===== config.mk =====
export PLATFORM = sky130hd
export DESIGN_NAME = sorted_priority_queue_unit
export DESIGN_NICKNAME = d
export VERILOG_FILES = /design/src/design/spq_pkg.sv /design/src/design/spq_cell.sv /design/src/design/sorted_priority_queue_unit.sv
export SDC_FILE = /design/constraint.sdc
export NUM_CORES = 1
export LEC_CHECK = 0
export ABC_AREA = 0
export BUFFER_PORTS_ARGS = -buffer_cell sky130_fd_sc_hd__buf_2
export CORE_MARGIN = 2
export CORE_UTILIZATION = 50
export DETAILED_ROUTE_END_ITERATION = 7
export HOLD_SLACK_MARGIN = 0.12
export PLACE_DENSITY = 0.66
export SLEW_MARGIN = 20
export SYNTH_ARGS = -nofsm -noshare
export SYNTH_HDL_FRONTEND = slang
export SYNTH_HIERARCHICAL = 1
export SYNTH_SLANG_ARGS = --single-unit

===== constraint.sdc =====
create_clock -name clk_i -period 8.1 [get_ports clk_i]
set_clock_uncertainty 0.05 [all_clocks]
set_input_delay 0.405 -clock clk_i [delete_from_list [all_inputs] [get_ports clk_i]]
set_output_delay 0.405 -clock clk_i [all_outputs]
set_load 0.05 [all_outputs]

===== src/design/spq_pkg.sv =====
// shared types and constants of the sorted priority queue
package spq_pkg;

  localparam int unsigned Capacity = 16;
  localparam int unsigned CntW     = $clog2(Capacity + 1);
  localparam int unsigned PrioW    = 8;
  localparam int unsigned InfoW    = 8;
  localparam int unsigned CountW   = 5;

  typedef enum logic {
    ACT_ADD    = 1'b0,
    ACT_REMOVE = 1'b1
  } action_e;

  typedef enum logic [1:0] {
    ST_OK    = 2'd0,
    ST_FULL  = 2'd1,
    ST_EMPTY = 2'd2
  } status_e;

  typedef struct packed {
    logic [PrioW-1:0] prio;
    logic [InfoW-1:0] info;
  } entry_t;

  // per-cycle command broadcast to every cell
  typedef struct packed {
    logic ins;
    logic rem;
  } cell_ctrl_t;

endpackage


===== src/design/spq_cell.sv =====
// one slot of the sorted chain: holds an entry, shifts toward head or tail
module spq_cell (
  input  logic               clk_i,
  input  spq_pkg::cell_ctrl_t ctrl_i,
  input  logic               occ_i,
  input  spq_pkg::entry_t    new_entry_i,
  input  logic               left_disp_i,
  input  spq_pkg::entry_t    left_entry_i,
  input  spq_pkg::entry_t    right_entry_i,
  output spq_pkg::entry_t    entry_o,
  output logic               disp_o
);

  spq_pkg::entry_t entry_q, entry_d;

  // empty slot or strictly larger priority makes room for the new entry
  assign disp_o = !occ_i || (entry_q.prio > new_entry_i.prio);

  always_comb begin
    entry_d = entry_q;
    if (ctrl_i.rem) begin
      entry_d = right_entry_i;
    end else if (ctrl_i.ins && disp_o) begin
      entry_d = left_disp_i ? left_entry_i : new_entry_i;
    end
  end

  always_ff @(posedge clk_i) begin
    entry_q <= entry_d;
  end

  assign entry_o = entry_q;

endmodule


===== src/design/sorted_priority_queue_unit.sv =====
// sorted priority queue: chain of entry cells, count register and result register
// the result beat of an accepted input beat is registered and presented in the next cycle
// throughput: one add or remove per cycle while each result is taken, every cell compares and shifts in parallel
// a new beat is taken while a result waits only if that result leaves in the same cycle
// reset clears the entry count and the result valid flag; stored entries are not cleared
// entries beyond the count are never read, so no clearing pass is needed
module sorted_priority_queue_unit (
  input  logic                      clk_i,
  input  logic                      rst_ni,
  input  logic                      in_valid_i,
  output logic                      in_ready_o,
  input  logic                      action_i,
  input  logic [spq_pkg::PrioW-1:0] entry_prio_i,
  input  logic [spq_pkg::InfoW-1:0] entry_info_i,
  output logic                      out_valid_o,
  input  logic                      out_ready_i,
  output logic [1:0]                status_o,
  output logic [spq_pkg::PrioW-1:0] out_prio_o,
  output logic [spq_pkg::InfoW-1:0] out_info_o,
  output logic [spq_pkg::CountW-1:0] count_o,
  output logic                      is_empty_o,
  output logic                      is_full_o
);

  localparam int unsigned N = spq_pkg::Capacity;

  // queue occupancy
  logic [spq_pkg::CntW-1:0] count_q, count_d;
  logic                     full, empty;

  // result register
  logic                      out_valid_q, out_valid_d;
  spq_pkg::status_e          status_q, status_d;
  spq_pkg::entry_t           res_q, res_d;

  logic                      in_fire;
  logic                      do_ins, do_rem;
  spq_pkg::cell_ctrl_t       ctrl;
  spq_pkg::entry_t           new_entry;

  // chain wiring
  spq_pkg::entry_t           cell_entry [N];
  logic [N-1:0]              cell_disp;
  logic [N-1:0]              cell_occ;

  assign full       = (count_q == spq_pkg::CntW'(N));
  assign empty      = (count_q == '0);
  assign in_ready_o = !out_valid_q || out_ready_i;
  assign in_fire    = in_valid_i && in_ready_o;

  // accepted op that actually changes the store
  assign do_ins = in_fire && (action_i == spq_pkg::ACT_ADD) && !full;
  assign do_rem = in_fire && (action_i == spq_pkg::ACT_REMOVE) && !empty;

  assign ctrl.ins = do_ins;
  assign ctrl.rem = do_rem;

  assign new_entry.prio = entry_prio_i;
  assign new_entry.info = entry_info_i;

  // cells below the count hold live entries, head is cell zero
  for (genvar i = 0; i < N; i++) begin : g_cell
    spq_pkg::entry_t left_e, right_e;
    logic            left_d;

    assign cell_occ[i] = (count_q > spq_pkg::CntW'(i));

    if (i == 0) begin : g_head
      assign left_d = 1'b0;
      assign left_e = new_entry;
    end else begin : g_body
      assign left_d = cell_disp[i-1];
      assign left_e = cell_entry[i-1];
    end

    // tail slot takes the input entry on remove; it then lies beyond the count
    if (i == N - 1) begin : g_tail
      assign right_e = new_entry;
    end else begin : g_inner
      assign right_e = cell_entry[i+1];
    end

    spq_cell u_cell (
      .clk_i        (clk_i),
      .ctrl_i       (ctrl),
      .occ_i        (cell_occ[i]),
      .new_entry_i  (new_entry),
      .left_disp_i  (left_d),
      .left_entry_i (left_e),
      .right_entry_i(right_e),
      .entry_o      (cell_entry[i]),
      .disp_o       (cell_disp[i])
    );
  end

  // count update and result formation
  always_comb begin
    count_d     = count_q;
    out_valid_d = out_valid_q;
    status_d    = status_q;
    res_d       = res_q;

    if (out_valid_q && out_ready_i) begin
      out_valid_d = 1'b0;
    end

    if (in_fire) begin
      out_valid_d = 1'b1;
      res_d       = '0;
      unique case (action_i)
        spq_pkg::ACT_ADD: begin
          if (full) begin
            status_d = spq_pkg::ST_FULL;
          end else begin
            status_d = spq_pkg::ST_OK;
            count_d  = count_q + spq_pkg::CntW'(1);
          end
        end
        spq_pkg::ACT_REMOVE: begin
          if (empty) begin
            status_d = spq_pkg::ST_EMPTY;
          end else begin
            status_d = spq_pkg::ST_OK;
            res_d    = cell_entry[0];
            count_d  = count_q - spq_pkg::CntW'(1);
          end
        end
        default: status_d = spq_pkg::ST_OK;
      endcase
    end
  end

  always_ff @(posedge clk_i or negedge rst_ni) begin
    if (!rst_ni) begin
      count_q     <= '0;
      out_valid_q <= 1'b0;
    end else begin
      count_q     <= count_d;
      out_valid_q <= out_valid_d;
    end
  end

  // payload of the result beat, no reset needed
  always_ff @(posedge clk_i) begin
    status_q <= status_d;
    res_q    <= res_d;
  end

  // count, empty and full reflect the state after the last accepted op
  assign out_valid_o = out_valid_q;
  assign status_o    = status_q;
  assign out_prio_o  = res_q.prio;
  assign out_info_o  = res_q.info;
  assign count_o     = spq_pkg::CountW'(count_q);
  assign is_empty_o  = empty;
  assign is_full_o   = full;

  // occupancy never exceeds the number of cells
  a_count_bound: assert property (@(posedge clk_i) disable iff (!rst_ni)
    count_q <= spq_pkg::CntW'(N))
    else $error("entry count above capacity");

  // a successful add grows the count by one
  a_add_grows: assert property (@(posedge clk_i) disable iff (!rst_ni)
    do_ins |=> count_q == $past(count_q) + spq_pkg::CntW'(1))
    else $error("add did not grow count");

  // head pair stays in priority order
  a_head_sorted: assert property (@(posedge clk_i) disable iff (!rst_ni)
    count_q >= spq_pkg::CntW'(2) |-> cell_entry[0].prio <= cell_entry[1].prio)
    else $error("head entries out of order");

  // remove on an empty queue is flagged
  a_empty_flag: assert property (@(posedge clk_i) disable iff (!rst_ni)
    (in_fire && action_i == spq_pkg::ACT_REMOVE && empty)
      |=> out_valid_q && status_q == spq_pkg::ST_EMPTY)
    else $error("empty remove not flagged");

endmodule

## Word level (Yosys, flattened, before mapping)

Cells that the tools add are included.

- Add/sub/neg operators: 2
- $lt $le $gt $ge: 32
- Equal/unequal tests: 3
- Muxes and demuxes: 55
- Bitwise operators: 1
- Reduce and logical (&&, ||, !) cells: 78

Operators with widths:

| kind | count |
|---|---|
| 16-bit 2-to-1 mux | 47 |
| 8-bit greater-than comparator | 16 |
| 5-bit by 4-bit greater-than comparator with 1-bit output, second input constant | 8 |
| 2-bit nonzero test | 17 |
| 1-bit logical AND | 22 |
| 5-bit by 3-bit greater-than comparator with 1-bit output, second input constant | 4 |
| 1-bit zero test | 19 |
| 1-bit logical OR | 17 |
| 5-bit by 1-bit greater-than comparator with 1-bit output, second input constant | 2 |
| 5-bit by 2-bit greater-than comparator with 1-bit output, second input constant | 2 |
| 5-bit 2-to-1 mux | 2 |
| 5-bit one-hot mux with 2 select lines | 1 |
| 5-bit by 1-bit adder with 5-bit output, second input constant | 1 |
| 5-bit == test, second input constant | 1 |
| 5-bit zero test | 1 |
| 5-bit by 1-bit subtractor with 5-bit output, second input constant | 1 |
| 2-bit != test, second input constant | 2 |
| 2-bit one-hot mux with 2 select lines | 1 |
| 1-bit 2-to-1 mux | 3 |
| 3-bit AND reduction | 1 |
| 2-bit 2-to-1 mux | 1 |
| 2-bit OR reduction | 1 |
| 1-bit inverter | 1 |

- Flip-flop bits (word level): 280
- Input port bits: 21
- Output and inout port bits: 27

## Depth between registers and ports, before layout

- Depth after elaboration: 8
- Depth in mapped cells: 12

## Modules after synthesis

The synthesis kept the hierarchy.

Modules (own cells, without submodules):

| module | instances | cells an instance | area an instance (um2) | sequential area each (um2) |
|---|---|---|---|---|
| spq_cell | 16 | 98 | 1041.0 | 480.5 |
| sorted_priority_queue_unit | 1 | 126 | 1327.5 | 690.7 |

## Worst setup path after synthesis

Ideal clock, no wire load.

- Path type: flip-flop to flip-flop
- Start: reg out_valid_q (netlist: out_valid_o)
- End: reg g_cell[0].u_cell.entry_q, in the netlist g_cell[0].u_cell/entry_o[0] (enable)
- Arrival: 4.023 ns
- Setup slack: 3.660 ns
- Cell stages (with the launch flop): 7
- Path buffers: 1
- Period minus slack after synthesis: 4.440 ns
- Cell sequence: dfrtp_1 > nand2b_1 > nand2_1 > inv_1 > and3_1 > dlygate4sd1_1 > a21o_1

- Elaborated cells on any way between the ends: 9
- Classes of those cells: reduce/logical: 9

RTL lines:

| item | RTL line | source |
|---|---|---|
| start: declaration | sorted_priority_queue_unit.sv:32 | `logic out_valid_q, out_valid_d;` |
| start signal: assignment | sorted_priority_queue_unit.sv:139 | `out_valid_q <= out_valid_d;` |
| 1-bit zero test | sorted_priority_queue_unit.sv:48 | `assign in_ready_o = !out_valid_q \|\| out_ready_i;` |
| 1-bit logical OR | sorted_priority_queue_unit.sv:48 |  |
| via in_ready_o | sorted_priority_queue_unit.sv:11 | `output logic in_ready_o,` |
| 1-bit logical AND | sorted_priority_queue_unit.sv:49 | `assign in_fire = in_valid_i && in_ready_o;` |
| via in_fire | sorted_priority_queue_unit.sv:36 | `logic in_fire;` |
| 1-bit logical AND (2 in series) | sorted_priority_queue_unit.sv:53 | `assign do_rem = in_fire && (action_i == spq_pkg::ACT_REMOVE) && !empty;` |
| via do_rem | sorted_priority_queue_unit.sv:37 | `logic do_ins, do_rem;` |
| 2-bit nonzero test (no source line) | -- |  |
| end signal: assignment | spq_cell.sv:29 | `entry_q <= entry_d;` |
| end: declaration | spq_cell.sv:14 | `spq_pkg::entry_t entry_q, entry_d;` |

The timed path passes the listed nets, and every way through them passes these cells.
A chain may end at the register's enable or synchronous reset.

## Worst setup path in the final report

- Start: reg out_valid_q (netlist: out_valid_o)
- End: reg g_cell[3].u_cell.entry_q, in the netlist g_cell[3].u_cell/entry_o[4] (enable)

- Elaborated cells on any way between the ends: 9
- Classes of those cells: reduce/logical: 9

RTL lines:

| item | RTL line |
|---|---|
| 1-bit zero test | sorted_priority_queue_unit.sv:48 |
| 1-bit logical OR | sorted_priority_queue_unit.sv:48 |
| 1-bit logical AND | sorted_priority_queue_unit.sv:49 |
| via in_fire | sorted_priority_queue_unit.sv:36 |
| 1-bit logical AND (2 in series) | sorted_priority_queue_unit.sv:53 |
| via do_rem | sorted_priority_queue_unit.sv:37 |
| 2-bit nonzero test (no source line) | -- |
| end signal: assignment | spq_cell.sv:29 |
| end: declaration | spq_cell.sv:14 |

The timed path passes the listed nets, and every way through them passes these cells.

==> results.rst <==
.. list-table::
   :header-rows: 1

   * - Metric
     - Value
   * - Endpoint of the most critical register-to-register path
     - g_cell[3].u_cell/entry_o[4]
   * - Register-to-register setup slack
     - 4040 ps
   * - Die extent in y
     - 194 um
   * - Final routed DRC violation total
     - 0
   * - Arrival time of data at the critical path endpoint
     - between 4000 and 5000 ps
   * - Number of antenna violations at the first check in global routing
     - 0
   * - Number of setup violations in the final report
     - 0
   * - Worst R2R Start
     - out_valid_o
   * - Via density per instance
     - between 5 and 6
   * - Overall overflow remaining after global route
     - 0
   * - Synth Warn #
     - 6
   * - GRT met1 Usage
     - approximately 33%
   * - Worst path buffer plus inverter count
     - 2
   * - Diode count
     - 0
   * - Share of final-layout standard cells stronger than drive strength 1
     - 8.66%
   * - GRT Resource Usage Total
     - 24.7%
   * - DRT Wirelength
     - about 47 mm
   * - Non-Filler Instances
     - 2193
   * - Mapped Nets
     - between 1.5k and 2k
   * - Clock buffer count from CTS
     - 34
   * - Hold slack
     - ~140 ps
   * - Routability cong.
     - approximately 0.86
   * - Detail-routed net length per standard cell
     - approximately 21 um
   * - Stages on worst setup path
     - 6
   * - RSZ-0062 raised after global routing
     - no
   * - Family with the most delay on the worst path
     - buffers and inverters
   * - Count of H-tree levels built during CTS
     - 2
   * - Final hold violation count
     - 0
   * - Mean cell area of the mapped netlist
     - roughly 11 um^2
   * - Number of global-route vias before repair
     - 12.9k
   * - Setup total negative slack
     - 0 ps
   * - Reported max-cap violation count
     - 0
   * - Width of the die
     - slightly below 200 um
   * - Top-Level Pins
     - 48
   * - Series of cell instances along the critical path
     - nand2b_1 -> nand2_1 -> inv_1 -> and3_4 -> buf_12 -> a21o_1
   * - Clk sinks
     - 280
   * - Hold/Removal Path Class
     - input pin to flop
   * - Global-route wire length before repair
     - between 70 and 80 mm
   * - Internal Pwr Total
     - roughly 3500 uW
   * - Cell depth of the worst min-delay path
     - 3
   * - Count of cell types in the netlist
     - 44
   * - Result of the run
     - complete, no violations
   * - PortBufs
     - between 40 and 50
   * - Global-route met2 utilization
     - 41.3%
   * - Shortest period the worst path allows
     - approximately 4100 ps
   * - Final total power
     - 5090 uW
   * - Number of register bits inferred by synthesis
     - 280
   * - Final slew viol count
     - 0
   * - Number of buffers inserted to repair setup after CTS
     - 0
   * - Latest clock arrival within the worst-skew pair
     - about 500 ps
   * - Launch point of the worst hold path
     - out_ready_i
   * - # nets final
     - roughly 1.9k
   * - Leakage power summed over all cells
     - approximately 0.0082 uW
   * - Maximum number of pins on one net before global-route repair
     - around 250
   * - Number of iterations in the first detailed-routing pass
     - 5
   * - Share of the yosys chip area belonging to registers
     - 46.6%
   * - Area of the die
     - roughly 0.038 mm^2
   * - Net Switching
     - 1630 uW
   * - Core region area
     - roughly 0.035 mm^2
   * - GRT met3 Usage
     - 3.67%
   * - Clock transition time at the flip-flop clock pins of the worst setup and hold paths
     - approximately 50 ps
   * - Proportion of total power due to net switching
     - between 30% and 40%
   * - Share of power burned in combinational logic
     - between 20 and 30%
   * - Antenna Violating Nets Remaining
     - 0
   * - Initial detailed-routing violation count
     - 1170
   * - Category of the worst setup path launch point
     - flop
   * - Achievable Freq
     - around 0.25 GHz
   * - Clock network power share
     - a little under a third
   * - Share of total power in sequential cells
     - between 40% and 50%
   * - Effective utilization at floorplan
     - 50.7%
   * - Worst-path fanout max
     - between 200 and 250
   * - Largest incremental delay on the critical path
     - between 700 and 800 ps
   * - Floorplan row count
     - between 60 and 70
   * - Via count of the routed design
     - around 13k
   * - Maximum VDD drop
     - approximately 0.16 mV
   * - # placed instances
     - around 2.1k
   * - Root Buffer
     - sky130_fd_sc_hd__clkbuf_16
   * - Post-Synthesis Cells
     - ~1.7k
   * - Path depth of the worst reg2reg path
     - 6
   * - HPWL after detailed placement
     - 32.0 mm
   * - Total power density per cell area
     - around 260 mW/mm^2
   * - Maximum buffer depth of the clock tree
     - 3
   * - Synth-to-Final Area Change
     - 8.82%
   * - Worst setup path startpoint
     - out_valid_o
   * - Syn Std Cell Area
     - 0.0180 mm^2
   * - Final worst-path cycle share
     - ~50%
   * - TritonCTS clock tree
     - done
   * - Cell at the slowest stage of the critical path
     - sky130_fd_sc_hd__and3_4
   * - Transition at the pin with the smallest max-transition slack
     - 910 ps
   * - Required time at the endpoint of the critical path
     - roughly 8200 ps
   * - Hold EP
     - out_valid_o
   * - Relative slew slack
     - between 30% and 40%
   * - Most utilized layer in the global route result
     - met2
   * - Endpoint kind of the worst setup timing path
     - flop
   * - Startpoint-to-endpoint class of the critical path
     - flop to flop
## kinds of logic (layout without fill, tap and decap cells)
logic type	Yosys count	in the layout	synth area share (%)
AOI/OAI and AO/OA	388	388	13.1
xor gates and xnor gates	2	2	0.0974
adders and majority gates	134	134	9.32
buffers and inverters	224	262	5.97
DFF	280	280	46.6
muxes	258	258	14.4
other	1	1	0.0209
and+or+nand+nor	407	407	10.5
## layout by cell type, fill, tap and decap left out, drive strengths merged, types with 17 or more instances in the layout
cell    netlist  routed
edfxtp      274     274
mux2i       256     256
and3         19      19
buf          39      67
and2         17      17
and4         32      32
nand2       299     299
ha          134     134
o21ai       268     268
a21oi        34      34
clkbuf       35      46
nor2b        18      18
inv         134     135
a21o         32      32
## metal layers
| metal | vias to the layer above | wire length, um |
|---|---|---|
| li1 | 6183 | - |
| met1 | 6220 | 20300 |
| met2 | 396 | 22300 |
| met3 | 89 | 2870 |
| met4 | 0 | 1360 |
| met5 | - | 0 |
## power by group through the flow
stage	Sequential [uW]	Combinational [uW]	Clock, uW
after global routing	2110	1550	1660
after floorplan	2070	1070	0
after detailed placement	2110	1400	0
final	2090	1420	1580
after CTS	2080	1410	1600
after global placement	2110	1360	0
## synthesized netlist by cell type (all sizes together)
| cell | count | share of area, % |
|---|---|---|
| a211oi | 1 | 0.042 |
| a21o | 32 | 1.3 |
| a21oi | 34 | 0.95 |
| a31oi | 1 | 0.035 |
| a32oi | 16 | 1.4 |
| and2 | 17 | 0.70 |
| and3 | 19 | 0.66 |
| and4 | 32 | 1.6 |
| and4bb | 1 | 0.070 |
| buf | 39 | 1.7 |
| clkbuf | 35 | 0.73 |
| conb | 1 | 0.021 |
| dfrtp | 6 | 0.83 |
| dlygate4sd1 | 16 | 0.78 |
| edfxtp | 274 | 46 |
| ha | 134 | 9.3 |
| inv | 134 | 2.8 |
| mux2 | 2 | 0.13 |
| mux2i | 256 | 14 |
| nand2 | 299 | 6.3 |
| nand2b | 3 | 0.10 |
| nand3 | 1 | 0.028 |
| nor2 | 10 | 0.21 |
| nor2b | 18 | 0.63 |
| nor3 | 4 | 0.11 |
| nor3b | 2 | 0.15 |
| nor4b | 1 | 0.049 |
| o2111ai | 16 | 0.78 |
| o211a | 16 | 0.89 |
| o21ai | 268 | 7.5 |
| o22a | 1 | 0.049 |
| o22ai | 1 | 0.035 |
| o31ai | 1 | 0.042 |
| o32ai | 1 | 0.049 |
| xnor2 | 1 | 0.049 |
| xor2 | 1 | 0.049 |
## repair_timing
item,CTS,global route
hold buffers,2,0
hold endpoints to repair,7,0
resized for setup,0,0
## state kept, by name, summed over array words and instances, names as in the netlist
name / count
out_valid_o: 1
count_o: 5
out_info_o: 8
status_o: 2
g_cell.u_cell/entry_o: 256
out_prio_o: 8
## how the worst max path moves through the flow
stage,endpoint,slack [ps]
6_report,g_cell[3].u_cell/entry_o[4],4040
3_3_place_gp,g_cell[3].u_cell/entry_o[10],4060
3_5_place_dp,g_cell[3].u_cell/entry_o[10],3980
2_1_floorplan,g_cell[0].u_cell/entry_o[0],3660
4_1_cts,g_cell[3].u_cell/entry_o[4],4050
5_1_grt,g_cell[3].u_cell/entry_o[1],3680
## stage by stage
step           worst slack (ps)  util (%)  area, um^2
6_report                   4040      55.2       19600
5_1_grt                    3680      55.2       19600
4_1_cts                    4050      55.2       19600
3_5_place_dp               3980      51.9       18400
3_3_place_gp               4060      51.9       18400
2_1_floorplan              3660         -       18000
## area by class of cell
cell class / count / area [um^2]
clock buffers: 46 / 927
clock inverters: 13 / 213
fillers: 3102 / 15900
inverters: 134 / 503
multi-input cells: 1190 / 8540
flip-flops and latches: 280 / 8380
well taps: 461 / 577
repair buffers: 69 / 430
## tightest hold or removal path, stage by stage
cell	delay [ps]
sky130_fd_sc_hd__buf_2	70
sky130_fd_sc_hd__nand2b_1	120
sky130_fd_sc_hd__nand2b_1	60
No activity file was read; power rests on OpenSTA's default activity.
